**src/tcw_pkg.sv**
```systemverilog
// Shared types and constants for the text console writer.
package tcw_pkg;

  // Command codes on the request channel
  localparam logic [1:0] CMD_PUT   = 2'd0;
  localparam logic [1:0] CMD_READ  = 2'd1;
  localparam logic [1:0] CMD_CLEAR = 2'd2;

  // Character codes with special meaning
  localparam logic [7:0] SPACE_CODE   = 8'h20;
  localparam logic [7:0] NEWLINE_CODE = 8'd10;
  localparam logic [7:0] TAB_CODE     = 8'd9;

  // Tab stop distance and attribute after reset
  localparam int unsigned TAB_STEP    = 4;
  localparam logic [7:0]  RESET_COLOR = 8'h07;

  // Decoded operation handed from the front end to the back end
  typedef enum logic [2:0] {
    OP_DRAW    = 3'd0,
    OP_NEWLINE = 3'd1,
    OP_TAB     = 3'd2,
    OP_READ    = 3'd3,
    OP_CLEAR   = 3'd4,
    OP_NOP     = 3'd5
  } op_kind_t;

  typedef struct packed {
    op_kind_t    kind;
    logic [7:0]  ch;
    logic [4:0]  row;
    logic [6:0]  col;
    logic        last;
  } op_t;

endpackage

```
**src/tcw_front.sv**
```systemverilog
// Request decoder and two-entry operation queue.
module tcw_front #(
  parameter int COLUMNS = 80,
  parameter int ROWS    = 25
) (
  input  logic          clk,
  input  logic          rst,
  input  logic          in_valid,
  output logic          in_ready,
  input  logic [1:0]    in_cmd,
  input  logic [7:0]    in_char,
  input  logic [4:0]    in_row,
  input  logic [6:0]    in_col,
  input  logic          in_last,
  input  logic          init_busy,
  output logic          op_valid,
  output tcw_pkg::op_t  op_head,
  input  logic          op_pop
);
  import tcw_pkg::*;

  localparam logic [6:0] ROWS_LIM = 7'(ROWS);
  localparam logic [7:0] COLS_LIM = 8'(COLUMNS);

  op_t        decoded;
  op_t        q_mem [2];
  logic       wr_ptr;
  logic       rd_ptr;
  logic [1:0] count;
  logic       push;
  logic       read_in_range;

  // Classify the request
  assign read_in_range = ({2'b00, in_row} < ROWS_LIM) && ({1'b0, in_col} < COLS_LIM);

  always_comb begin
    decoded.ch   = in_char;
    decoded.row  = in_row;
    decoded.col  = in_col;
    decoded.last = in_last;
    unique case (in_cmd)
      CMD_PUT: begin
        if (in_char == NEWLINE_CODE) begin
          decoded.kind = OP_NEWLINE;
        end else if (in_char == TAB_CODE) begin
          decoded.kind = OP_TAB;
        end else begin
          decoded.kind = OP_DRAW;
        end
      end
      CMD_READ:  decoded.kind = read_in_range ? OP_READ : OP_NOP;
      CMD_CLEAR: decoded.kind = OP_CLEAR;
      default:   decoded.kind = OP_NOP;
    endcase
  end

  // Hold off requests while full or while the screen is being initialized
  assign in_ready = (count != 2'd2) && !init_busy;
  assign push     = in_valid && in_ready;
  assign op_valid = (count != 2'd0);
  assign op_head  = q_mem[rd_ptr];

  // Store decoded operations
  always_ff @(posedge clk) begin
    if (push) begin
      q_mem[wr_ptr] <= decoded;
    end
  end

  // Advance queue pointers
  always_ff @(posedge clk) begin
    if (rst) begin
      wr_ptr <= 1'b0;
      rd_ptr <= 1'b0;
      count  <= 2'd0;
    end else begin
      if (push) begin
        wr_ptr <= ~wr_ptr;
      end
      if (op_pop) begin
        rd_ptr <= ~rd_ptr;
      end
      case ({push, op_pop})
        2'b10:   count <= count + 2'd1;
        2'b01:   count <= count - 2'd1;
        default: count <= count;
      endcase
    end
  end

endmodule

```
**config.mk**
```make
export PLATFORM = sky130hd
export DESIGN_NAME = tcw_front
export DESIGN_NICKNAME = d
export VERILOG_FILES = /design/src/tcw_pkg.sv /design/src/tcw_front.sv
export SDC_FILE = /design/constraint.sdc
export NUM_CORES = 1
export LEC_CHECK = 0
export ABC_AREA = 1
export BUFFER_PORTS_ARGS = -buffer_cell sky130_fd_sc_hd__buf_2
export CAP_MARGIN = 20
export CELL_PAD_IN_SITES_DETAIL_PLACEMENT = 1
export CELL_PAD_IN_SITES_GLOBAL_PLACEMENT = 2
export CORE_ASPECT_RATIO = 1.4
export CORE_MARGIN = 2
export CORE_UTILIZATION = 35
export CTS_CLUSTER_DIAMETER = 100
export DETAILED_ROUTE_END_ITERATION = 10
export PLACE_DENSITY = 0.86
export SETUP_SLACK_MARGIN = 0.05
export SLEW_MARGIN = 15
export SYNTH_ARGS = -nofsm -noshare
export SYNTH_HDL_FRONTEND = slang
export SYNTH_SLANG_ARGS = --single-unit
```
**constraint.sdc**
```tcl
create_clock -name clk -period 6.2 [get_ports clk]
set_input_delay 0.62 -clock clk [delete_from_list [all_inputs] [get_ports clk]]
set_output_delay 0.62 -clock clk [all_outputs]
set_load 0.1 [all_outputs]
```
==> summary.md, run 1 <==
| Metric | Value |
|---|---|
| Status | `finished, final reports clean` |
| Storage cell area | `approximately 1500 um2` |
| Input/output buffers | `53` |
| Worst Hold Launch | `rst` |
| Cell area power density | `just over 300 nW/um2` |
| Max-slew violations | `0` |
| Layout Nets | `approximately 230` |
| DR pass1 iterations | `3` |
| Area delta synth->final | `18.5%` |
| RR Endpoint | `q_mem[1][12]` |
| Clock root cell | `clkbuf_8` |
| DRC viols | `0` |
| Worst-path clk slew | `0.09 ns` |
| Avg Inst Size Synth | `~16 um2` |
| GRT overflow | `0` |
| Largest net degree at the start of global routing | `25` |
| Critical path type | `flop to primary output` |
| Critical path fanouts, max | `24` |
| Critical Path Start Type | `flop` |
| Syn Inst Count | `between 100 and 150` |
| First-pass GRT wire length | `6.12 mm` |
| DIE AREA | `between 6000 and 7000 um2` |
| Initial antenna violation count | `0` |
| Clk sink count | `between 50 and 60` |
| Total GRT Usage | `a little under an eighth` |
| Worst EP required | `~5.6 ns` |
| Maxcap violations | `0` |
| Final period utilization | `between 30 and 40%` |
| Via count | `~1,200` |
| GR Layer Usage met2 | `between 20% and 30%` |
| H-tree Lvls | `2` |
| RD Place Congestion | `0.689` |
| HPWL after DPL | `a little under 3 mm` |
| Clk buf depth | `2` |
| Final hold vios | `0` |
| Post-synthesis cell type count | `18` |
| Fin cells | `~270` |
| Most common cell after layout, fill and taps aside | `buf_2` |
| Setup TNS | `0 ns` |
| Ports | `between 50 and 60` |
| Vias per inst | `approximately 4.6` |
| Final Skew | `between 0.004 and 0.005 ns` |
| Clk_lat worst skew | `0.29 ns` |
| Die extent in y | `~100 um` |
| WL per Instance | `14.2 um` |
| # diodes | `0` |
| Critical Path AT | `roughly 1.7 ns` |
| Vias in the first global route | `roughly 1,300` |
| Slew headroom | `37.4%` |
| CTS buffer count | `5` |
| RSZ-0062 raised after global routing | `false` |
| Met3 GRT Util | `~2.8%` |
| Hold Path Stages | `2` |
| Maximum vdd ir drop | `between 0.15 and 0.2 mV` |
| Chip Width | `around 70 um` |
| WHS Endpoint | `rd_ptr` |
| Wirelength, routed | `around 4 mm` |
| Synth Warn # | `0` |
| Worst reg2reg path depth | `4` |
| Core box area | `~6000 um2` |
| Reg2reg setup slack | `roughly 4.4 ns` |
| Sequential-to-total area share from yosys stat | `a little over two thirds` |
| Tot Pwr | `between 800 and 900 uW` |
| 1st-iter DRT viols | `39` |
| ANT nets after route | `0` |
| CTS Hold Bufs | `0` |
| Filler instances | `647` |
| Final min period | `around 2.3 ns` |
| Area occupied by multi-input gates | `~560 um2` |
| Fmax | `roughly 440 MHz` |
| Initial Util | `a little over a third` |
| Most frequent cells in the layout | `buf_2 (53), edfxtp_1 (48), mux2_4 (20), nand2_1 (17), nor2_1 (15)` |
| R2r startpoint | `count[0]` |
| Worst setup EP type | `primary output` |
| Placed Cells | `about 270` |
| Fraction of layout instances using a drive strength above 1 | `between 40% and 50%` |
| Met1 track demand over resource | `between 10% and 20%` |
| GRT busiest layer | `met2` |
| Hold crit path type | `input pin to flop` |
| Worst-Margin Slew | `around 0.94 ns` |
| Setup bufs post-CTS | `0` |
| Post-CTS resize count | `0` |
| #FFs+latches synth | `between 50 and 60` |
| CTS tree | `done` |
| Static Leak | `1.09 nW` |
| Row count | `34` |
| Syn Nets | `170` |
| DP Worst Slack | `4.12 ns` |
| Mapped Area | `2210 um2` |
| Final setup vio count | `0` |
| Setup ws final | `between 3 and 4 ns` |
[cells in the mapped netlist]
cell | n | area (um2)
or2_2 | 1 | 6.26
mux2_4 | 20 | 300
and2_1 | 1 | 6.26
nor2_1 | 16 | 60.1
mux2_2 | 4 | 45.0
buf_12 | 2 | 40.0
dfxtp_1 | 5 | 100
nand2_1 | 17 | 63.8
buf_6 | 1 | 11.3
o21ai_0 | 2 | 10.0
nand3_2 | 1 | 10.0
inv_1 | 14 | 52.6
edfxtp_1 | 48 | 1440
nand3_1 | 3 | 15.0
ha_1 | 1 | 12.5
a21oi_1 | 2 | 10.0
xnor2_1 | 1 | 8.76
nand4_1 | 2 | 12.5
[cells by family (layout without fill, tap and decap cells)]
kind of cell / Yosys count / after routing / share of synthesized area [%]
flops: 53 / 53 / 69.9
simple gates: 41 / 41 / 7.88
mux: 24 / 24 / 15.7
buf+inv: 17 / 77 / 4.71
compound gates: 4 / 4 / 0.908
fa+ha+maj: 1 / 1 / 0.567
xor+xnor: 1 / 1 / 0.397
[registers in the layout (all words and copies together), names as in the netlist, named ones only]
| name | flops |
|---|---|
| count | 2 |
| q_mem | 48 |
| rd_ptr | 1 |
| wr_ptr | 1 |
[area by class of cell]
type                       count  area share (%)
tap                           72            3.45
clock inverter                 3           0.670
inverter                      14            2.01
clock buffer                   5            2.63
multi-input combinational     71            21.5
timing repair buffer          55            10.7
sequential                    53            59.0
[worst max-delay path by stage]
stage,startpoint,to,slack (ns)
floorplan,init_busy,in_ready,3.50
global placement,init_busy,q_mem[1][3],4.19
detailed placement,init_busy,q_mem[1][3],4.12
CTS,flop,op_head[23],3.87
global route,flop,op_head[23],3.83
finish,flop,op_head[23],3.92
[where the power goes]
part | switching, mW | internal, mW | leakage [nW]
Sequential | 0.00581 | 0.407 | 0.481
Clock | 0.104 | 0.0780 | 0.0439
Combinational | 0.164 | 0.0485 | 0.568
[worst max-delay path: stages, from the launching register on]
cell	delay (ns)
dfxtp_1	0.32
buf_4	0.38
mux2_2	0.38
buf_2	0.29
[per-stage QoR]
stage | cell area (um2) | util (%) | hold WS (ns)
finish | 2610 | 42.4 | 0.505
global route | 2610 | 42.4 | 0.488
CTS | 2610 | 42.4 | 0.489
detailed placement | 2530 | 41.0 | 0.511
global placement | 2530 | 41.0 | 0.497
floorplan | 2210 | - | 0.480
[metal layers]
layer / up-vias / routed length [um]
li1: 611 / -
met1: 598 / 1400
met2: 32 / 2270
met3: 2 / 191
met4: 0 / 33
met5: - / 0
(Power assumes the default switching activity.)
==> run 2, diff against run 1 <==
- ABC_AREA: 1 -> 0
- CORE_UTILIZATION: 35 -> 33
- PLACE_DENSITY: 0.86 -> 0.85
- clock period: 6.2 -> 1.9 ns (I/O delays scaled with it)
==> summary.md, run 2 <==
| Metric | Value |
|---|---|
| Synth Warn # | `0` |
| Clk network pwr share | `20.9%` |
| 1st-iter DRT viols | `44` |
| Post-CTS resize count | `0` |
| Ys async rst share | `0%` |
| Final Skew | `0.00404 ns` |
| Initial Util | `between 30% and 40%` |
| Setup bufs post-CTS | `0` |
| Clk sink count | `53` |
| Vias per inst | `slightly below 5` |
| Sequential Power Share | `a little under half` |
| Critical path fanouts, max | `24` |
| Avg Inst Size Synth | `18.3 um2` |
| Ports | `54` |
| Mapped Area | `2030 um2` |
| Most frequent cells in the layout | `edfxtp_1 (48), buf_2 (29), mux2_2 (24), buf_12 (24), nor2_1 (7)` |
| Worst-path clk slew | `around 0.090 ns` |
| Row count | `33` |
| Worst EP required | `about 1.7 ns` |
| #FFs+latches synth | `53` |
| Worst-Margin Slew | `roughly 0.57 ns` |
| Fraction of layout instances using a drive strength above 1 | `between 50% and 60%` |
| Clk_lat worst skew | `roughly 0.30 ns` |
| Compound-gate portion of the synthesized area | `about 3.2%` |
| HPWL after DPL | `2.81 mm` |
| Sequential-to-total area share from yosys stat | `around 76%` |
| Synth top area cells | `edfxtp_1 (71%), mux2_2 (13%), dfxtp_1 (4.9%)` |
| Final min period | `approximately 1.7 ns` |
| Wirelength, routed | `3.85 mm` |
| Initial antenna violation count | `0` |
| ANT nets after route | `0` |
| CTS Hold Bufs | `0` |
| RD Place Congestion | `between 0.7 and 0.8` |
| Maxcap violations | `0` |
| Area delta synth->final | `41.5%` |
| # diodes | `0` |
| Fmax | `586 MHz` |
| Sw Ratio | `between 30 and 40%` |
| Pint | `approximately 1.9 mW` |
| Max-slew violations | `0` |
| Via count | `roughly 1,200` |
| Post-synth EDFFs | `48` |
| Cell area power density | `~1000 nW/um2` |
| Status | `finished, final reports clean` |
| Worst setup EP type | `primary output` |
| Simple-Gate Fraction of Synth Area | `roughly 4.4%` |
| NetSw | `968 uW` |
| Syn Inst Count | `between 100 and 150` |
| DRC viols | `0` |
| Static Leak | `approximately 1.1 nW` |
| GRT overflow | `0` |
| Input/output buffers | `53` |
| Critical Path Start Type | `flop` |
| Final core occ | `approximately half` |
| Comb pwr share | `about a third` |
| Most frequent cells after synthesis | `edfxtp_1 (48), mux2_2 (24), nor2_1 (8), dfxtp_1 (5), buf_2 (3)` |
| Largest net degree at the start of global routing | `26` |
| Slew headroom | `~62%` |
| Area leader, netlist | `edfxtp_1` |
| Final setup vio count | `0` |
| H-tree Lvls | `2` |
| Synth top area share | `between 70% and 80%` |
| Maximum vdd ir drop | `roughly 0.64 mV` |
| DR pass1 iterations | `3` |
| Vias in the first global route | `between 1,000 and 1,500` |
| CTS tree | `done` |
| Top-count cell post-synth | `edfxtp_1` |
| Core box area | `approximately 5900 um2` |
| Mux cell area share after synthesis | `a little over an eighth` |
| RSZ-0062 raised after global routing | `false` |
| Filler instances | `589` |
| Final period utilization | `between 80% and 90%` |
| First-pass GRT wire length | `~6.3 mm` |
| Syn Nets | `140` |
| Post-synthesis cell type count | `25` |
| Adder-cell share of the synthesized area | `less than 1%` |
| Final hold vios | `0` |
| Critical path type | `flop to primary output` |
| Largest registers | `q_mem (48), count (2)` |
| Setup TNS | `0 ns` |
| Reg with most FFs | `q_mem` |
| DIE AREA | `6790 um2` |
| Clk buf depth | `2` |
| Critical Path AT | `around 1.5 ns` |
| Die extent in y | `96.7 um` |
| Setup ws final | `~0.19 ns` |
| Total GRT Usage | `approximately an eighth` |
| DP Worst Slack | `0.345 ns` |
| Synth Area in XOR/XNOR | `roughly 1.3%` |
| Chip Width | `70.2 um` |
| Layout Nets | `199` |
| WL per Instance | `about 16 um` |
| Clock root cell | `clkbuf_8` |
| Hold crit path type | `input pin to flop` |
| CTS buffer count | `5` |
| Largest family of logic cells by synthesized area | `multiplexers` |
| Most common cell after layout, fill and taps aside | `edfxtp_1` |
| Max reg flops | `48` |
| Main synth FF type | `edfxtp_1` |
## run 2: changes by cell type in the layout (fill, tap and decap cells not counted), sizes merged, moves of 2 or more
| cell | previous run | this run |
|---|---|---|
| nand3 | 4 | 0 |
| nor2 | 16 | 8 |
| nand2 | 17 | 1 |
| inv | 14 | 2 |
| nand4 | 2 | 0 |
| and3 | 0 | 2 |
| nor4 | 0 | 2 |
## run 2: worst paths after layout
| kind | start | endpoint | slack, ns | cells past startpoint |
|---|---|---|---|---|
| setup / recovery | flop | op_head[22] | 0.19 | 3 |
| hold / removal | in_col[2] | q_mem[0][3] | 0.08 | 1 |
| setup reg to reg | count[1] | q_mem[1][20] | 0.37 | 3 |
| hold reg to reg | count[1] | count[1] | 0.52 | 2 |
## run 2: cells by family (layout without fill, tap and decap cells)
| family | count (synthesis) | count (layout) |
|---|---|---|
| multiplexers | 24 | 24 |
| flip-flops | 53 | 53 |
| buffers and inverters | 5 | 65 |
| adder cells (fa/ha/maj) | 1 | 1 |
| AND/OR/NAND/NOR | 17 | 17 |
| AO/OA/AOI/OAI | 8 | 8 |
| XOR/XNOR | 3 | 3 |
## run 2: layout make-up
cell class	instances	area (um2)	area share (%)
Clock buffer	5	68.8	2.40
Clock inverter	3	17.5	0.611
Inverter	2	7.51	0.262
Multi-Input combinational cell	53	503	17.5
Sequential cell	53	1540	53.8
Tap cell	70	87.6	3.05
Timing Repair Buffer	55	641	22.3
## run 2: stage by stage
stage	power [mW]	hold slack (ns)	instance area (um2)	std cells
floorplan	1.98	0.255	2070	111
global route	2.98	0.0642	2870	241
detailed placement	2.31	0.388	2780	233
global placement	2.29	0.383	2780	233
finish	2.87	0.0809	2870	241
CTS	2.91	0.0713	2870	241
## run 2: power by group through the flow
stage / Clock [mW] / Sequential (mW) / Combinational [mW]
after global placement: 0 / 1.38 / 0.905
after detailed placement: 0 / 1.39 / 0.921
final: 0.600 / 1.36 / 0.911
after floorplan: 0 / 1.38 / 0.603
after CTS: 0.626 / 1.36 / 0.922
after global routing: 0.667 / 1.37 / 0.944
## run 2: critical path, stage by stage (launching register included)
cell and delay (ns):
dfxtp_1 0.32, buf_4 0.30, mux2_2 0.42, buf_12 0.17
## run 2: metal layers
metal	GRT usage (%)	wire, um	vias up	share of wire, %
li1	-	-	542	-
met5	0	0	-	0
met2	20.5	2030	40	53
met1	14.1	1540	572	40
met4	3.99	61	0	1.6
met3	3.23	220	6	5.7
==> run 3, diff against run 2 <==
- ABC_AREA: 0 -> 1
==> summary.md, run 3 (synthesized netlist as in run 1, its figures left out) <==
| Metric | Value |
|---|---|
| Placed Cells | `between 200 and 300` |
| Maximum vdd ir drop | `slightly below 0.8 mV` |
| Slew headroom | `68.0%` |
| Critical Path AT | `1.44 ns` |
| Setup TNS | `0 ns` |
| Critical path type | `flop to primary output` |
| Total GRT Usage | `11.3%` |
| Worst reg2reg path depth | `5` |
| Maxcap violations | `0` |
| Critical path fanouts, max | `12` |
| ANT nets after route | `0` |
| CTS buffer count | `5` |
| Area delta synth->final | `37.7%` |
| Worst-path clk slew | `around 0.090 ns` |
| Fin cells | `between 200 and 300` |
| Fraction of layout instances using a drive strength above 1 | `between 40% and 50%` |
| Max-slew violations | `0` |
| Clock root cell | `clkbuf_8` |
| Hold crit path type | `input pin to flop` |
| DP Worst Slack | `about 0.45 ns` |
| CTS tree | `done` |
| HPWL after DPL | `between 3 and 4 mm` |
| Critical Path Start Type | `flop` |
| GRT overflow | `0` |
| Vias in the first global route | `1,323` |
| Via count | `around 1,300` |
| Worst setup EP type | `primary output` |
| Chip Width | `between 70 and 80 um` |
| Clk sink count | `53` |
| Max reg flops | `48` |
| Setup bufs post-CTS | `0` |
| DRC viols | `0` |
| First-pass GRT wire length | `approximately 6.3 mm` |
| Layout Nets | `approximately 230` |
| H-tree Lvls | `2` |
| Input/output buffers | `53` |
| Clk buf depth | `2` |
| DIE AREA | `between 7000 and 8000 um2` |
| Core box area | `about 6500 um2` |
| Worst EP required | `roughly 1.7 ns` |
| Static Leak | `around 1.3 nW` |
| Post-CTS resize count | `0` |
| Row count | `35` |
| Initial antenna violation count | `0` |
| Area after DPL | `2930 um2` |
| Cell area power density | `977 nW/um2` |
| Fmax | `about 600 MHz` |
| CTS Hold Bufs | `0` |
| Worst-Margin Slew | `0.484 ns` |
| Most frequent cells in the layout | `edfxtp_1 (48), buf_2 (29), buf_12 (25), mux2_4 (20), nand2_1 (17)` |
| Hold Path Stages | `2` |
| Wirelength, routed | `3.93 mm` |
| Final min period | `1.63 ns` |
| Final Skew | `0.00917 ns` |
| # diodes | `0` |
| Final hold slack | `between 0.07 and 0.08 ns` |
| RD Place Congestion | `about 0.70` |
| RSZ-0062 raised after global routing | `false` |
| Setup ws final | `0.273 ns` |
| Fin area | `~3000 um2` |
| Ports | `54` |
| Largest net degree at the start of global routing | `20` |
| WL per Instance | `between 10 and 15 um` |
| Status | `finished, final reports clean` |
| Final period utilization | `85.7%` |
| 1st-iter DRT viols | `41` |
| Largest registers | `q_mem (48), count (2)` |
| Initial Util | `approximately a third` |
| Reg2reg setup slack | `around 0.45 ns` |
| Clk_lat worst skew | `about 0.3 ns` |
| Die extent in y | `roughly 100 um` |
| Vias per inst | `about 4.5` |
| Final setup vio count | `0` |
| Final hold vios | `0` |
| DR pass1 iterations | `4` |
| Most common cell after layout, fill and taps aside | `edfxtp_1` |
| Reg with most FFs | `q_mem` |
## run 3: worst paths after layout
kind              startpoint      endpoint
setup / recovery        flop   op_head[23]
hold reg to reg       rd_ptr        rd_ptr
setup reg to reg    count[0]  q_mem[1][14]
hold / removal           rst        rd_ptr
## run 3: area by class of cell
class	count	area [um2]
Inverter	14	52.6
Sequential cell	53	1540
Timing Repair Buffer	58	676
Clock inverter	2	35.0
Fill cell	631	3490
Tap cell	74	92.6
Multi-Input combinational cell	71	567
Clock buffer	6	72.6
## run 3: critical path: stages (launching register included)
cell and delay [ns]:
dfxtp_2 0.33, buf_4 0.23, mux2_2 0.40, buf_12 0.17
## run 3: routing by layer
metal,part of all wire (%),vias to the layer above,routed length (um),GRT usage (%)
met5,0,-,0,0
met4,0.46,0,18,3.42
met3,5.0,2,198,3.30
met2,56,34,2210,20.9
met1,38,596,1510,12.0
li1,-,619,-,-
## run 3: per-stage QoR
step           util (%)  power [mW]
4_1_cts            46.6        3.00
3_5_place_dp       44.9        2.27
2_1_floorplan         -        1.98
5_1_grt            46.6        3.08
3_3_place_gp       44.9        2.25
6_report           46.6        2.97
## run 3: power by group
| group | internal, mW | total, mW | switching (mW) |
|---|---|---|---|
| sequential | 1.33 | 1.35 | 0.0193 |
| clock | 0.391 | 0.738 | 0.347 |
| combinational | 0.316 | 0.882 | 0.566 |
| total | 2.04 | 2.97 | 0.932 |
